`config.mk`:
```
export PLATFORM = sky130hd
export DESIGN_NAME = usb_endpoint_allocator_flat
export DESIGN_NICKNAME = d
export VERILOG_FILES = /design/src/rtl/core/uea_pkg.sv /design/src/rtl/core/uea_in_if.sv /design/src/rtl/core/uea_out_if.sv /design/src/rtl/core/uea_decide.sv /design/src/rtl/core/usb_endpoint_allocator.sv /design/src/flat_wrapper.sv
export VERILOG_INCLUDE_DIRS = /design/src /design/src/rtl/core
export SDC_FILE = /design/constraint.sdc
export NUM_CORES = 1
export LEC_CHECK = 0
export ABC_AREA = 1
export BUFFER_PORTS_ARGS = -buffer_cell sky130_fd_sc_hd__buf_2
export CAP_MARGIN = 0
export CORE_UTILIZATION = 46
export CTS_BUF_LIST = sky130_fd_sc_hd__clkbuf_16
export CTS_CLUSTER_DIAMETER = 30
export DETAILED_ROUTE_END_ITERATION = 7
export HOLD_SLACK_MARGIN = 0.15
export SLEW_MARGIN = 0
export SYNTH_ARGS = -nofsm -noshare
export SYNTH_HDL_FRONTEND = slang
export SYNTH_HIERARCHICAL = 1
export SYNTH_SLANG_ARGS = --single-unit
```
`constraint.sdc`:
```
create_clock -name clk -period 6 [get_ports clk]
set_input_delay 0.6 -clock clk [delete_from_list [all_inputs] [get_ports clk]]
set_output_delay 0.6 -clock clk [all_outputs]
set_load 0.005 [all_outputs]
```
`src/rtl/core/assert_macros.svh`:
```
// Assertion macros for the RTL of the endpoint allocator, used by its top level.
`ifndef ASSERT_MACROS_SVH
`define ASSERT_MACROS_SVH

// Concurrent check on the rising clock, masked while reset is asserted.
`define ASSERT_CLK(label, clk, rst_n, prop, msg) \
  label: assert property (@(posedge clk) disable iff (!rst_n) prop) else $error(msg);

// Condition that must never hold on a rising clock outside of reset.
`define ASSERT_NEVER(label, clk, rst_n, cond, msg) \
  label: assert property (@(posedge clk) disable iff (!rst_n) !(cond)) else $error(msg);

`endif

```
`src/rtl/core/uea_pkg.sv`:
```
`timescale 1ns / 1ps
`default_nettype none

package uea_pkg;

  // Highest endpoint number managed by the allocator.
  localparam int MAX_EP = 6;
  localparam int MASK_W = MAX_EP + 1;
  localparam int EP_W = $clog2(MASK_W);
  localparam int CNT_W = $clog2(MAX_EP + 1);

  // Request field widths.
  localparam int FUNC_W = 3;
  localparam int REQ_W = 8;
  localparam int GIVEN_W = 3;

  // Request codes.
  localparam logic [FUNC_W-1:0] FUNC_RSV_IN = 3'd0;
  localparam logic [FUNC_W-1:0] FUNC_RSV_OUT = 3'd1;
  localparam logic [FUNC_W-1:0] FUNC_ALLOC_DUPLEX = 3'd2;
  localparam logic [FUNC_W-1:0] FUNC_ALLOC_IN = 3'd3;
  localparam logic [FUNC_W-1:0] FUNC_ALLOC_OUT = 3'd4;

  // IN FIFO limits without and with the CDC interface.
  localparam logic [CNT_W-1:0] FIFO_LIMIT_PLAIN = CNT_W'(4);
  localparam logic [CNT_W-1:0] FIFO_LIMIT_CDC = CNT_W'(5);

  typedef logic [MASK_W-1:0] mask_t;

  // Bits that allocation may hand out: every number except zero.
  localparam mask_t ALLOC_MASK = mask_t'({MASK_W{1'b1}} << 1);

  // Outcome of one request, including the updated masks.
  typedef struct packed {
    logic               ok;
    logic [GIVEN_W-1:0] given;
    mask_t              in_used_nxt;
    mask_t              out_used_nxt;
  } decision_t;

  // Lowest set bit of a candidate vector, zero if none is set.
  function automatic logic [EP_W-1:0] lowest_set(input mask_t vec);
    logic [EP_W-1:0] idx;
    idx = '0;
    for (int i = MAX_EP; i >= 1; i--) begin
      if (vec[i]) begin
        idx = EP_W'(i);
      end
    end
    return idx;
  endfunction

endpackage

`default_nettype wire

```
`src/rtl/core/uea_in_if.sv`:
```
`timescale 1ns / 1ps
`default_nettype none

// Request channel: one transfer carries one allocator request.
interface uea_in_if;
  logic                         valid;
  logic                         ready;
  logic [uea_pkg::FUNC_W-1:0]   func;
  logic [uea_pkg::REQ_W-1:0]    endpoint_req;

  modport source (output valid, output func, output endpoint_req, input ready);
  modport sink (input valid, input func, input endpoint_req, output ready);
endinterface

`default_nettype wire

```
`src/rtl/core/uea_out_if.sv`:
```
`timescale 1ns / 1ps
`default_nettype none

// Result channel: one transfer carries the outcome of one request.
interface uea_out_if;
  logic                         valid;
  logic                         ready;
  logic                         success;
  logic [uea_pkg::GIVEN_W-1:0]  endpoint_given;

  modport source (output valid, output success, output endpoint_given, input ready);
  modport sink (input valid, input success, input endpoint_given, output ready);
endinterface

`default_nettype wire

```
`src/rtl/core/uea_decide.sv`:
```
`timescale 1ns / 1ps
`default_nettype none

// Decides one request against the current used-masks.
module uea_decide (
  input  wire logic [uea_pkg::FUNC_W-1:0] func,
  input  wire logic [uea_pkg::REQ_W-1:0]  endpoint_req,
  input  wire logic                       cdc_present,
  input  wire uea_pkg::mask_t             in_used,
  input  wire uea_pkg::mask_t             out_used,
  output uea_pkg::decision_t              dec
);

  logic                           req_in_range;
  logic [uea_pkg::EP_W-1:0]       req_idx;
  uea_pkg::mask_t                 req_bit;
  logic [uea_pkg::CNT_W-1:0]      in_count;
  logic                           fifo_room;
  logic [uea_pkg::EP_W-1:0]       pick_duplex;
  logic [uea_pkg::EP_W-1:0]       pick_in_pref;
  logic [uea_pkg::EP_W-1:0]       pick_in_any;
  logic [uea_pkg::EP_W-1:0]       pick_out_pref;
  logic [uea_pkg::EP_W-1:0]       pick_out_any;
  logic [uea_pkg::EP_W-1:0]       pick;
  uea_pkg::mask_t                 pick_bit;

  // Reservation target: only numbers up to the maximum are valid.
  assign req_in_range = endpoint_req <= uea_pkg::REQ_W'(uea_pkg::MAX_EP);
  assign req_idx = endpoint_req[uea_pkg::EP_W-1:0];
  assign req_bit = uea_pkg::mask_t'(1) << req_idx;

  // Count of IN numbers in use, number zero excluded.
  always_comb begin
    in_count = '0;
    for (int i = 1; i <= uea_pkg::MAX_EP; i++) begin
      in_count = in_count + uea_pkg::CNT_W'(in_used[i]);
    end
  end

  assign fifo_room = in_count < (cdc_present ? uea_pkg::FIFO_LIMIT_CDC
                                             : uea_pkg::FIFO_LIMIT_PLAIN);

  // Priority picks over the allocatable numbers.
  assign pick_duplex = uea_pkg::lowest_set(~(in_used | out_used) & uea_pkg::ALLOC_MASK);
  assign pick_in_pref = uea_pkg::lowest_set(~in_used & out_used & uea_pkg::ALLOC_MASK);
  assign pick_in_any = uea_pkg::lowest_set(~in_used & uea_pkg::ALLOC_MASK);
  assign pick_out_pref = uea_pkg::lowest_set(~out_used & in_used & uea_pkg::ALLOC_MASK);
  assign pick_out_any = uea_pkg::lowest_set(~out_used & uea_pkg::ALLOC_MASK);

  // Number chosen by the allocating requests; zero means none.
  always_comb begin
    case (func)
      uea_pkg::FUNC_ALLOC_DUPLEX: begin
        pick = fifo_room ? pick_duplex : '0;
      end
      uea_pkg::FUNC_ALLOC_IN: begin
        pick = !fifo_room ? '0 : ((pick_in_pref != '0) ? pick_in_pref : pick_in_any);
      end
      uea_pkg::FUNC_ALLOC_OUT: begin
        pick = (pick_out_pref != '0) ? pick_out_pref : pick_out_any;
      end
      default: begin
        pick = '0;
      end
    endcase
  end

  assign pick_bit = (pick != '0) ? (uea_pkg::mask_t'(1) << pick) : '0;

  // Outcome and mask updates.
  always_comb begin
    dec.ok = 1'b0;
    dec.given = uea_pkg::GIVEN_W'(pick);
    dec.in_used_nxt = in_used;
    dec.out_used_nxt = out_used;
    case (func)
      uea_pkg::FUNC_RSV_IN: begin
        dec.ok = req_in_range && ((in_used & req_bit) == '0);
        if (dec.ok) begin
          dec.in_used_nxt = in_used | req_bit;
        end
      end
      uea_pkg::FUNC_RSV_OUT: begin
        dec.ok = req_in_range && ((out_used & req_bit) == '0);
        if (dec.ok) begin
          dec.out_used_nxt = out_used | req_bit;
        end
      end
      uea_pkg::FUNC_ALLOC_DUPLEX: begin
        dec.ok = pick != '0;
        dec.in_used_nxt = in_used | pick_bit;
        dec.out_used_nxt = out_used | pick_bit;
      end
      uea_pkg::FUNC_ALLOC_IN: begin
        dec.ok = pick != '0;
        dec.in_used_nxt = in_used | pick_bit;
      end
      uea_pkg::FUNC_ALLOC_OUT: begin
        dec.ok = pick != '0;
        dec.out_used_nxt = out_used | pick_bit;
      end
      default: begin
        dec.ok = 1'b0;
      end
    endcase
  end

endmodule

`default_nettype wire

```
`src/rtl/core/usb_endpoint_allocator.sv`:
```
// USB endpoint number allocator.
// Requests arrive on in_ch (func, endpoint_req) with a valid/ready handshake;
// each accepted transfer yields exactly one result transfer on out_ch
// (success, endpoint_given), in request order.
// cfg_we/cfg_wdata write the CDC-present bit, which raises the IN FIFO limit
// from four to five; write it only while no request is in flight.
// Pipeline: a request is captured in an input register, decided
// combinationally from it and loaded into the result register, which drives
// out_ch. Throughput is one request per cycle while out_ch does not stall;
// the used-masks update in the same cycle the result register loads, so
// back to back requests see each other's effect.
// When out_ch stalls, the result register holds and the input register
// holds its request; in_ch.ready drops only while both are full.
// Reset (rst_n low, synchronous) clears both used-masks, the CDC bit and all
// pending transfers.
`timescale 1ns / 1ps
`default_nettype none

`include "assert_macros.svh"

module usb_endpoint_allocator (
  input  wire logic   clk,
  input  wire logic   rst_n,
  uea_in_if.sink      in_ch,
  uea_out_if.source   out_ch,
  input  wire logic   cfg_we,
  input  wire logic   cfg_wdata
);

  logic                         req_valid_r;
  logic [uea_pkg::FUNC_W-1:0]   req_func_r;
  logic [uea_pkg::REQ_W-1:0]    req_ep_r;
  logic                         res_valid_r;
  logic                         res_success_r;
  logic [uea_pkg::GIVEN_W-1:0]  res_given_r;
  uea_pkg::mask_t               in_used_r;
  uea_pkg::mask_t               out_used_r;
  logic                         cdc_present_r;
  logic                         advance;
  logic                         in_accept;
  uea_pkg::decision_t           dec;

  // Pipeline control: the decision moves when the result slot is free.
  assign advance = req_valid_r && (!res_valid_r || out_ch.ready);
  assign in_ch.ready = !req_valid_r || advance;
  assign in_accept = in_ch.valid && in_ch.ready;

  // Input register.
  always_ff @(posedge clk) begin
    if (!rst_n) begin
      req_valid_r <= 1'b0;
    end else if (in_ch.ready) begin
      req_valid_r <= in_ch.valid;
    end
  end

  always_ff @(posedge clk) begin
    if (in_accept) begin
      req_func_r <= in_ch.func;
      req_ep_r <= in_ch.endpoint_req;
    end
  end

  // Configuration register.
  always_ff @(posedge clk) begin
    if (!rst_n) begin
      cdc_present_r <= 1'b0;
    end else if (cfg_we) begin
      cdc_present_r <= cfg_wdata;
    end
  end

  uea_decide u_decide (
    .func         (req_func_r),
    .endpoint_req (req_ep_r),
    .cdc_present  (cdc_present_r),
    .in_used      (in_used_r),
    .out_used     (out_used_r),
    .dec          (dec)
  );

  // Used-masks commit together with the result.
  always_ff @(posedge clk) begin
    if (!rst_n) begin
      in_used_r <= '0;
      out_used_r <= '0;
    end else if (advance) begin
      in_used_r <= dec.in_used_nxt;
      out_used_r <= dec.out_used_nxt;
    end
  end

  // Result register.
  always_ff @(posedge clk) begin
    if (!rst_n) begin
      res_valid_r <= 1'b0;
    end else if (advance) begin
      res_valid_r <= 1'b1;
    end else if (out_ch.ready) begin
      res_valid_r <= 1'b0;
    end
  end

  always_ff @(posedge clk) begin
    if (advance) begin
      res_success_r <= dec.ok;
      res_given_r <= dec.given;
    end
  end

  assign out_ch.valid = res_valid_r;
  assign out_ch.success = res_success_r;
  assign out_ch.endpoint_given = res_given_r;

  // Masks only ever gain bits between resets.
  `ASSERT_CLK(a_masks_grow, clk, rst_n, 1'b1 |=> (((in_used_r & $past(in_used_r)) == $past(in_used_r)) && ((out_used_r & $past(out_used_r)) == $past(out_used_r))), "used-mask lost a bit")
  // A stalled request stays in the input register.
  `ASSERT_CLK(a_req_hold, clk, rst_n, (req_valid_r && !advance) |=> (req_valid_r && $stable(req_func_r) && $stable(req_ep_r)), "stalled request was dropped")
  // A failed request never reports an endpoint number.
  `ASSERT_NEVER(a_fail_no_ep, clk, rst_n, res_valid_r && !res_success_r && (res_given_r != '0), "failure reported with an endpoint")

endmodule

`default_nettype wire
```
`src/flat_wrapper.sv`:
```
// flat-port wrapper written by rule: the top's interface ports become plain ports
module usb_endpoint_allocator_flat 
  (clk, rst_n, cfg_we, cfg_wdata, in_ch_valid, in_ch_func, in_ch_endpoint_req, in_ch_ready, out_ch_valid, out_ch_success, out_ch_endpoint_given, out_ch_ready);
  uea_in_if in_ch_i ();
  uea_out_if out_ch_i ();
  input  wire logic clk;
  input  wire logic rst_n;
  input  wire logic cfg_we;
  input  wire logic cfg_wdata;
  input wire logic [$bits(in_ch_i.valid)-1:0] in_ch_valid;
  input wire logic [$bits(in_ch_i.func)-1:0] in_ch_func;
  input wire logic [$bits(in_ch_i.endpoint_req)-1:0] in_ch_endpoint_req;
  output wire logic [$bits(in_ch_i.ready)-1:0] in_ch_ready;
  output wire logic [$bits(out_ch_i.valid)-1:0] out_ch_valid;
  output wire logic [$bits(out_ch_i.success)-1:0] out_ch_success;
  output wire logic [$bits(out_ch_i.endpoint_given)-1:0] out_ch_endpoint_given;
  input wire logic [$bits(out_ch_i.ready)-1:0] out_ch_ready;
  assign in_ch_i.valid = in_ch_valid;
  assign in_ch_i.func = in_ch_func;
  assign in_ch_i.endpoint_req = in_ch_endpoint_req;
  assign in_ch_ready = in_ch_i.ready;
  assign out_ch_valid = out_ch_i.valid;
  assign out_ch_success = out_ch_i.success;
  assign out_ch_endpoint_given = out_ch_i.endpoint_given;
  assign out_ch_i.ready = out_ch_ready;
  usb_endpoint_allocator u_core (.clk(clk), .rst_n(rst_n), .in_ch(in_ch_i), .out_ch(out_ch_i), .cfg_we(cfg_we), .cfg_wdata(cfg_wdata));
endmodule
```
==> results of run 1 <==
## registers in the layout (all words and copies together) (netlist names)
name / count
u_core/req_func_r: 3
u_core/req_valid_r: 1
u_core/out_ch.success: 1
u_core/out_ch.endpoint_given: 3
u_core/req_ep_r: 8
u_core/cdc_present_r: 1
u_core/out_ch.valid: 1
u_core/in_used_r: 7
u_core/out_used_r: 7
## worst reg2reg max path, stage by stage (launching register included)
cell and delay, ps:
dfxtp_1 570, inv_1 160, fa_1 510, fa_1 500
inv_1 40, ha_1 170, inv_1 60, fa_1 400
a31oi_1 180, inv_1 120, nand4_1 160, nand2_1 70
nor2_1 150, nand3_1 170, o21ai_1 160, inv_1 50
nand3_1 80, nand2_1 60, nor2_1 80
## through the flow
step           utilization  hold WS [ps]  instance area [um2]  setup slack [ps]
3_3_place_gp         0.511           473                 2440              2400
3_5_place_dp         0.511           473                 2440              2330
2_1_floorplan            -           452                 2320              2720
6_report             0.540           484                 2580              2270
5_1_grt              0.540           487                 2580              1940
4_1_cts              0.540           488                 2580              2300
## power by group through the flow
stage	logic (W)	registers, W	clock network [W]
global placement	0.000124	0.000273	0
floorplan	0.000102	0.000260	0
global route	0.000142	0.000270	0.000256
detailed placement	0.000124	0.000272	0
finish	0.000125	0.000268	0.000242
CTS	0.000124	0.000268	0.000245
## logic make-up after synthesis
kind of cell	count (synthesis)
DFF	32
buffers and inverters	73
adders and majority gates	4
and+or+nand+nor	172
AOI/OAI and AO/OA	60
## layout make-up
class / instances / area, um2
clock buffers: 5 / 125
inverters: 63 / 236
repair buffers: 22 / 110
fillers: 513 / 2200
well taps: 67 / 83.8
flip-flops and latches: 32 / 791
clock inverters: 3 / 15.0
multi-input cells: 236 / 1220
## routing by layer
metal	routed length, um	up-vias	global-route usage
li1	-	1162	-
met1	2740	1062	0.335
met2	2900	98	0.394
met3	401	19	0.0552
met4	158	0	0.109
met5	0	-	0
## worst max path at each step
stage / endpoint / cells after the start / slack [ps] / from
after floorplan: u_core/out_used_r[2]$_SDFFE_PN0P_ / 20 / 2720 / u_core/in_used_r[1]$_SDFFE_PN0P_
after CTS: u_core/out_used_r[4]$_SDFFE_PN0P_ / 20 / 2300 / u_core/in_used_r[1]$_SDFFE_PN0P_
final: u_core/in_used_r[5]$_SDFFE_PN0P_ / 18 / 2270 / u_core/in_used_r[1]$_SDFFE_PN0P_
after global routing: u_core/in_used_r[4]$_SDFFE_PN0P_ / 18 / 1940 / u_core/in_used_r[1]$_SDFFE_PN0P_
after detailed placement: u_core/out_used_r[4]$_SDFFE_PN0P_ / 20 / 2330 / u_core/in_used_r[1]$_SDFFE_PN0P_
after global placement: u_core/in_used_r[5]$_SDFFE_PN0P_ / 18 / 2400 / u_core/in_used_r[1]$_SDFFE_PN0P_
## layout by cell type (no fill, tap or decap)
cell,netlist,final
nand2_1,67,67
inv_1,53,54
nand3_1,38,38
nor2_1,37,37
buf_2,6,22
a21oi_1,18,18
dfxtp_1,17,17
edfxtp_1,15,15
a21oi_2,10,10
inv_2,9,9
nor3_1,9,9
o21ai_0,8,8
o21ai_1,7,7
nand2_2,6,6
nand4_1,6,6
clkbuf_16,0,5
nor2_2,3,3
o31ai_1,3,3
a31oi_1,3,3
o211ai_1,3,3
a22oi_1,3,3
fa_1,3,3
clkinv_1,1,2
nand3_2,2,2
o22ai_1,2,2
nor4_1,2,2
clkinvlp_4,0,1
o211ai_2,1,1
a22o_1,1,1
nor3_2,1,1
o2111ai_1,1,1
nand3b_1,1,1
ha_1,1,1
==> reports/metrics.yaml, run 1 <==
worst_setup_path:
  timing.rr.start: "u_core/in_used_r[1]$_SDFFE_PN0P_"
  max_stage_delay_ps: 570
  critPathArrivalTime_ps: 3950
  critPathTopFamily: "adder cells"
  ff2ff_setup_slack_ps: 2270
  cp_common_cell: "inv_1"
  slowest_stage: "dfxtp_1"
  r2r_end: "u_core/in_used_r[5]$_SDFFE_PN0P_"
  cp_data_required_time_ps: 6220
  crit_chain: "inv_1 > fa_1 > fa_1 > inv_1 > ha_1 > inv_1 > fa_1 > a31oi_1 > inv_1 > nand4_1 > nand2_1 > nor2_1 > nand3_1 > o21ai_1 > inv_1 > nand3_1 > nand2_1 > nor2_1"
  cp_max_fo: 10
  start_kind: "register"
  end_kind: "register"
  critical_path_class: "register to register"
  reg2reg_depth: 18
  crit_buf_inv: 5
layout:
  nets: 381
  area_growth_pct: 11.3
  layout-drive-gt1-share: 0.166
  stdcell_count: 428
  n_antenna_cell: 0
global_route:
  grt_pass1_vias: 2036
  grt_pass1_wl_um: 10000
  antenna_found_initial: 0
  overflow: 0
  grt_max_degree: 31
  grt_use_total: 0.252
routing:
  wl_um: 6200
  ant_nets: 0
  drcViolationCount: 0
  wl_per_cell_um: 14.5
  initialDrtViolationCount: 224
  num_vias: 2341
  first_pass_iters: 5
  avgViaCountPerCell: 5.47
place:
  port_buffers: 22
  dpl.hpwl_um: 4540
  gp_congestion: 0.916
  place_inst: 420
power:
  ir_worst_vdd_v: 0.000173
  p_clk_frac: 0.381
  power-per-cell-area_mw_per_mm2: 246
  switching_share: 0.306
  p_seq_frac: 0.422
  power.internal_w: 0.000441
  p_leak_nw: 1.16
  p_sw_w: 0.000194
  power_frac_comb: 0.197
  total_power_w: 0.000636
synth:
  ys_top_cells_by_count: "67 x nand2_1, 53 x inv_1, 38 x nand3_1"
  synth_xor_area_frac: 0
  synthMuxAreaShare: 0
  yosysMostFrequentCell: "nand2_1"
  netlist_instances: 341
  synth_seq_cells: 32
  yosys.area_share.simple: 0.331
  synth_top_family_by_area: "simple AND/OR/NAND/NOR gates"
  syn_area_mm2: 0.00232
  synth_edf_count: 15
  post_synth_num_cell_types: 34
  synth.top_cell.area_share: 0.194
  synthArstFlopShare: 0
  synth_ff_type: "dfxtp_1"
  synth.net_count: 362
  synthAdderAreaFrac: 0.0313
  yosysWarnings: 6
  syn_area_per_cell_um2: 6.81
  synth-seq-area-share: 0.341
  yosys.area.top_type: "edfxtp_1"
  netlist_top_cells_area: "edfxtp_1 19%, dfxtp_1 15%, nand2_1 11%, inv_1 8.6%, nand3_1 8.2%"
  synth_compound_area_frac: 0.164
timing:
  timing.fmax_mhz: 268
  post-route-min-period_ps: 3730
  drv_slew: 0
  hold_violations: 0
  worstMarginPinSlew_ps: 1200
  tns_ps: 0
  setup_violations: 0
  timing.final.crit_share: 0.622
  rsz0062_at_grt: "no"
  slew_headroom: 0.200
  clock_skew_ps: 6.65
hold_path:
  worstHoldPathType: "register to register"
  min_to: "u_core/out_used_r[0]$_SDFFE_PN0P_"
  hold_depth: 2
  min_from: "u_core/out_used_r[0]$_SDFFE_PN0P_"
clock_network:
  cts-root-buf: "clkbuf_16"
  cts_setup_buffers: 0
  insertion_delay_ps: 280
  cts.path.max_buffers: 2
  cts_buffers: 5
  tritoncts: "built"
  postCtsHoldBufs: 0
  ctsResizeCount: 0
  htree_levels: 2
  cts.sinks: 32
  clk_pin_slew_ps: 50
floorplan:
  die_width_um: 73.1
  row_count: 25
  fp.dieArea_mm2: 0.00534
  initial_core_util: 0.485
  die_h_um: 73.1
  coreArea_mm2: 0.00479
  num_io_pins: 23
run:
  maxCapViolations: 0
status:
  status: "finished clean"
No activity file was read; power rests on OpenSTA's default activity.
==> run 2, diff against run 1 <==
--- a/config.mk
+++ b/config.mk
@@ -6,7 +6,7 @@
 export SDC_FILE = /design/constraint.sdc
 export NUM_CORES = 1
 export LEC_CHECK = 0
-export ABC_AREA = 1
+export ABC_AREA = 0
 export BUFFER_PORTS_ARGS = -buffer_cell sky130_fd_sc_hd__buf_2
 export CAP_MARGIN = 0
 export CORE_UTILIZATION = 46
==> constraint.sdc (replaced) <==
create_clock -name clk -period 3.6 [get_ports clk]
set_input_delay 0.36 -clock clk [delete_from_list [all_inputs] [get_ports clk]]
set_output_delay 0.36 -clock clk [all_outputs]
set_load 0.005 [all_outputs]
==> run 2 against run 1 <==
Effect of this change: synthesized cell count is 27% lower; non-clock buffer count is 14 higher; final cell count is 20% lower; sequential share of layout area is 1.3 points lower; wire length is 3.0% lower; clock power is 60% higher; via count is 13% lower; clock skew is 4.5 ps lower; critical path depth is 3 lower; maximum frequency is 4.8% higher; critical path type unchanged; largest cell class unchanged; highest routed layer unchanged.
==> reports/metrics.yaml, run 2 <==
status:
  status: "finished clean"  # unchanged
power:
  switching_share: 0.225  # was 0.306
  power-per-cell-area_mw_per_mm2: 325  # was 246 mW/mm2
  total_power_w: 0.000878  # was 0.000636 W
  p_leak_nw: 0.986  # was 1.16 nW
  power_frac_comb: 0.094  # was 0.197
  p_seq_frac: 0.466  # was 0.422
  power.internal_w: 0.000680  # was 0.000441 W
  p_sw_w: 0.000197  # was 0.000194 W
  ir_worst_vdd_v: 0.000266  # was 0.000173 V
  p_clk_frac: 0.440  # was 0.381
floorplan:
  num_io_pins: 23  # unchanged
  initial_core_util: 0.479  # was 0.485
  row_count: 25  # unchanged
  die_h_um: 72.1  # was 73.1 um
  coreArea_mm2: 0.00472  # was 0.00479 mm2
  die_width_um: 72.1  # was 73.1 um
  fp.dieArea_mm2: 0.00520  # was 0.00534 mm2
timing:
  whs_ps: 258  # was 484 ps
  post-route-min-period_ps: 3560  # was 3730 ps
  rsz0062_at_grt: "yes"  # was no
  timing.fmax_mhz: 281  # was 268 MHz
  timing.final.crit_share: 0.990  # was 0.622
  slew_headroom: 0.237  # was 0.200
  tns_ps: 0  # unchanged
  clock_skew_ps: 2.16  # was 6.65 ps
  setup_violations: 0  # unchanged
  hold_violations: 0  # unchanged
  worstMarginPinSlew_ps: 1140  # was 1200 ps
  drv_slew: 0  # unchanged
hold_path:
  worstHoldPathType: "primary input to register"  # was register to register
  min_to: "u_core/req_ep_r[1]$_DFFE_PP_"  # was u_core/out_used_r[0]$_SDFFE_PN0P_
  hold_depth: 1  # was 2
  min_from: "in_ch_endpoint_req[1]"  # was u_core/out_used_r[0]$_SDFFE_PN0P_
worst_setup_path:
  crit_buf_inv: 5  # unchanged
  max_stage_delay_ps: 540  # was 570 ps
  critical_path_class: "register to register"  # unchanged
  ff2ff_setup_slack_ps: 40  # was 2270 ps
  cp_max_fo: 4  # was 10
  crit_chain: "inv_1 > fa_1 > fa_1 > inv_1 > ha_2 > inv_2 > fa_1 > a31oi_4 > nand2b_4 > a221o_1 > buf_6 > inv_2 > a221o_1 > nand2_1 > mux2i_1"  # was inv_1 > fa_1 > fa_1 > inv_1 > ha_1 > inv_1 > fa_1 > a31oi_1 > inv_1 > nand4_1 > nand2_1 > nor2_1 > nand3_1 > o21ai_1 > inv_1 > nand3_1 > nand2_1 > nor2_1
  cp_data_required_time_ps: 3720  # was 6220 ps
  r2r_end: "u_core/in_used_r[5]$_SDFFE_PN0P_"  # unchanged
  critPathArrivalTime_ps: 3680  # was 3950 ps
  slowest_stage: "fa_1"  # was dfxtp_1
  start_kind: "register"  # unchanged
  timing.rr.start: "u_core/in_used_r[1]$_SDFFE_PN0P_"  # unchanged
  end_kind: "register"  # unchanged
  cp_common_cell: "fa_1"  # was inv_1
  reg2reg_depth: 15  # was 18
  critPathTopFamily: "adder cells"  # unchanged
place:
  dpl.hpwl_um: 4160  # was 4540 um
  placed_cell_area_mm2: 0.00244  # about the same
  gp_congestion: 0.931  # was 0.916
  port_buffers: 22  # unchanged
clock_network:
  cts.sinks: 32  # unchanged
  cts-root-buf: "clkbuf_16"  # unchanged
  clk_pin_slew_ps: 50  # about the same
  htree_levels: 2  # unchanged
  insertion_delay_ps: 270  # was 280 ps
  postCtsHoldBufs: 0  # unchanged
  tritoncts: "built"  # unchanged
  cts.path.max_buffers: 2  # unchanged
  cts_buffers: 5  # unchanged
global_route:
  grt_use_total: 0.244  # was 0.252
  overflow: 0  # unchanged
  grt_pass1_vias: 1934  # was 2036
  grt_pass1_wl_um: 9530  # was 10000 um
  busiest_layer: "met2"  # unchanged
  met3_usage: 0.0431  # was 0.0552
  grt_max_degree: 32  # was 31
  met1_usage: 0.313  # was 0.335
  use_met2: 0.402  # was 0.394
  antenna_found_initial: 0  # unchanged
layout:
  n_antenna_cell: 0  # unchanged
  top_register: "u_core/req_ep_r"  # unchanged
  nets: 297  # was 381
  layout-drive-gt1-share: 0.271  # was 0.166
  reg.largest.list: "u_core/req_ep_r: 8 flops, u_core/in_used_r: 7 flops, u_core/out_used_r: 7 flops"  # unchanged
  area_growth_pct: 19.3  # was 11.3%
  n_fill_cell: 421  # was 513
  final_area_mm2: 0.00270  # was 0.00258 mm2
  final_cell_mix: "39 x nand2_1, 22 x buf_2, 17 x mux2i_1"  # was 67 x nand2_1, 54 x inv_1, 38 x nand3_1
  final_common_cell: "nand2_1"  # unchanged
  largest_register_ffs: 8  # unchanged
synth:
  synthArstFlopShare: 0  # unchanged
  syn_area_mm2: 0.00226  # was 0.00232 mm2
  synth.net_count: 270  # was 362
  ys_top_cells_by_count: "39 x nand2_1, 17 x dfxtp_1, 17 x mux2i_1"  # was 67 x nand2_1, 53 x inv_1, 38 x nand3_1
  syn_area_per_cell_um2: 9.09  # was 6.81 um2
  synth-seq-area-share: 0.349  # was 0.341
  synth_edf_count: 15  # unchanged
  yosys.area.top_type: "edfxtp_1"  # unchanged
  yosysWarnings: 6  # unchanged
  netlist_instances: 249  # was 341
  netlist_top_cells_area: "edfxtp_1 20%, dfxtp_1 15%, mux2i_1 7.5%, nand2_1 6.5%, nor2b_1 3.6%"  # was edfxtp_1 19%, dfxtp_1 15%, nand2_1 11%, inv_1 8.6%, nand3_1 8.2%
  synth.top_cell.area_share: 0.199  # was 0.194
  synth_seq_cells: 32  # unchanged
  yosysMostFrequentCell: "nand2_1"  # unchanged
  synth_ff_type: "dfxtp_1"  # unchanged
  post_synth_num_cell_types: 63  # was 34
routing:
  num_vias: 2029  # was 2341
  drcViolationCount: 0  # unchanged
  avgViaCountPerCell: 5.90  # was 5.47
  ant_nets: 0  # unchanged
  wl_um: 6010  # was 6200 um
  wl_per_cell_um: 17.5  # was 14.5 um
  first_pass_iters: 5  # unchanged
  initialDrtViolationCount: 168  # was 224
run:
  maxCapViolations: 0  # unchanged
## run 2: cell types whose count changed after synthesis, moves of 10 or more
cell / before / now
a21oi_2: 10 / 0
inv_1: 53 / 14
mux2i_1: 0 / 17
nand2_1: 67 / 39
nand3_1: 38 / 3
nor2_1: 37 / 10
nor2b_1: 0 / 13
## run 2: final cells by class
cell class                      count  area [um2]  area share
Multi-Input combinational cell    185        1400       0.519
Inverter                           16        62.6      0.0232
Tap cell                           67        83.8      0.0310
Timing Repair Buffer               36         223      0.0825
Sequential cell                    32         792       0.293
Clock buffer                        5         125      0.0463
Clock inverter                      3        11.3     0.00417
## run 2: how the worst max path moves through the flow
stage | start | endpoint | slack, ps | depth (start not counted)
after floorplan | u_core/in_used_r[2]$_SDFFE_PN0P_ | u_core/out_used_r[6]$_SDFFE_PN0P_ | 60 | 14
after global placement | u_core/in_used_r[1]$_SDFFE_PN0P_ | u_core/out_used_r[4]$_SDFFE_PN0P_ | 10 | 15
after detailed placement | u_core/in_used_r[1]$_SDFFE_PN0P_ | u_core/out_used_r[2]$_SDFFE_PN0P_ | -60 | 15
after CTS | u_core/in_used_r[1]$_SDFFE_PN0P_ | u_core/out_used_r[2]$_SDFFE_PN0P_ | 10 | 14
after global routing | u_core/in_used_r[2]$_SDFFE_PN0P_ | u_core/out_used_r[3]$_SDFFE_PN0P_ | -90 | 14
final | u_core/in_used_r[1]$_SDFFE_PN0P_ | u_core/in_used_r[5]$_SDFFE_PN0P_ | 40 | 15
## run 2: per-layer routing
metal  vias up  part of all wire
met4         0             0.023
met3        15             0.055
met5         -                 0
li1        963                 -
met2        78              0.50
met1       973              0.42
## run 2: through the flow
step           instances  utilization  setup slack [ps]
6_report             344        0.572              37.7
5_1_grt              344        0.572             -88.2
4_1_cts              343        0.548              10.1
3_5_place_dp         335        0.517             -60.6
3_3_place_gp         335        0.517              11.0
2_1_floorplan        249            -              64.9
## run 2: repair_timing
action / in CTS / in global routing
buffers inserted: 0 / 1
pin swaps: 0 / 9
setup endpoints to repair: 5 / 13
resized for setup: 2 / 24
hold endpoints to repair: 0 / 0
## run 2: worst reg2reg max path, cell delays in order (launching register included)
cell	delay, ps
dfxtp_1	320
inv_1	70
fa_1	540
fa_1	420
inv_1	80
ha_2	170
inv_2	40
fa_1	500
a31oi_4	250
nand2b_4	190
a221o_1	180
buf_6	150
inv_2	50
a221o_1	320
nand2_1	60
mux2i_1	70
## run 2: kinds of logic after synthesis
group / Yosys count / synth area share
buf+inv: 32 / 0.0774
mux: 19 / 0.0951
compound gates: 64 / 0.220
flops: 32 / 0.349
fa+ha+maj: 4 / 0.0321
simple gates: 98 / 0.226
## run 2: power by group through the flow
stage	Clock [W]	Sequential [W]	Combinational [W]
final	0.000387	0.000409	0.0000825
after global placement	0	0.000415	0.0000716
after global routing	0.000415	0.000410	0.0000887
after floorplan	0	0.000408	0.0000535
after detailed placement	0	0.000415	0.0000727
after CTS	0.000395	0.000409	0.0000734
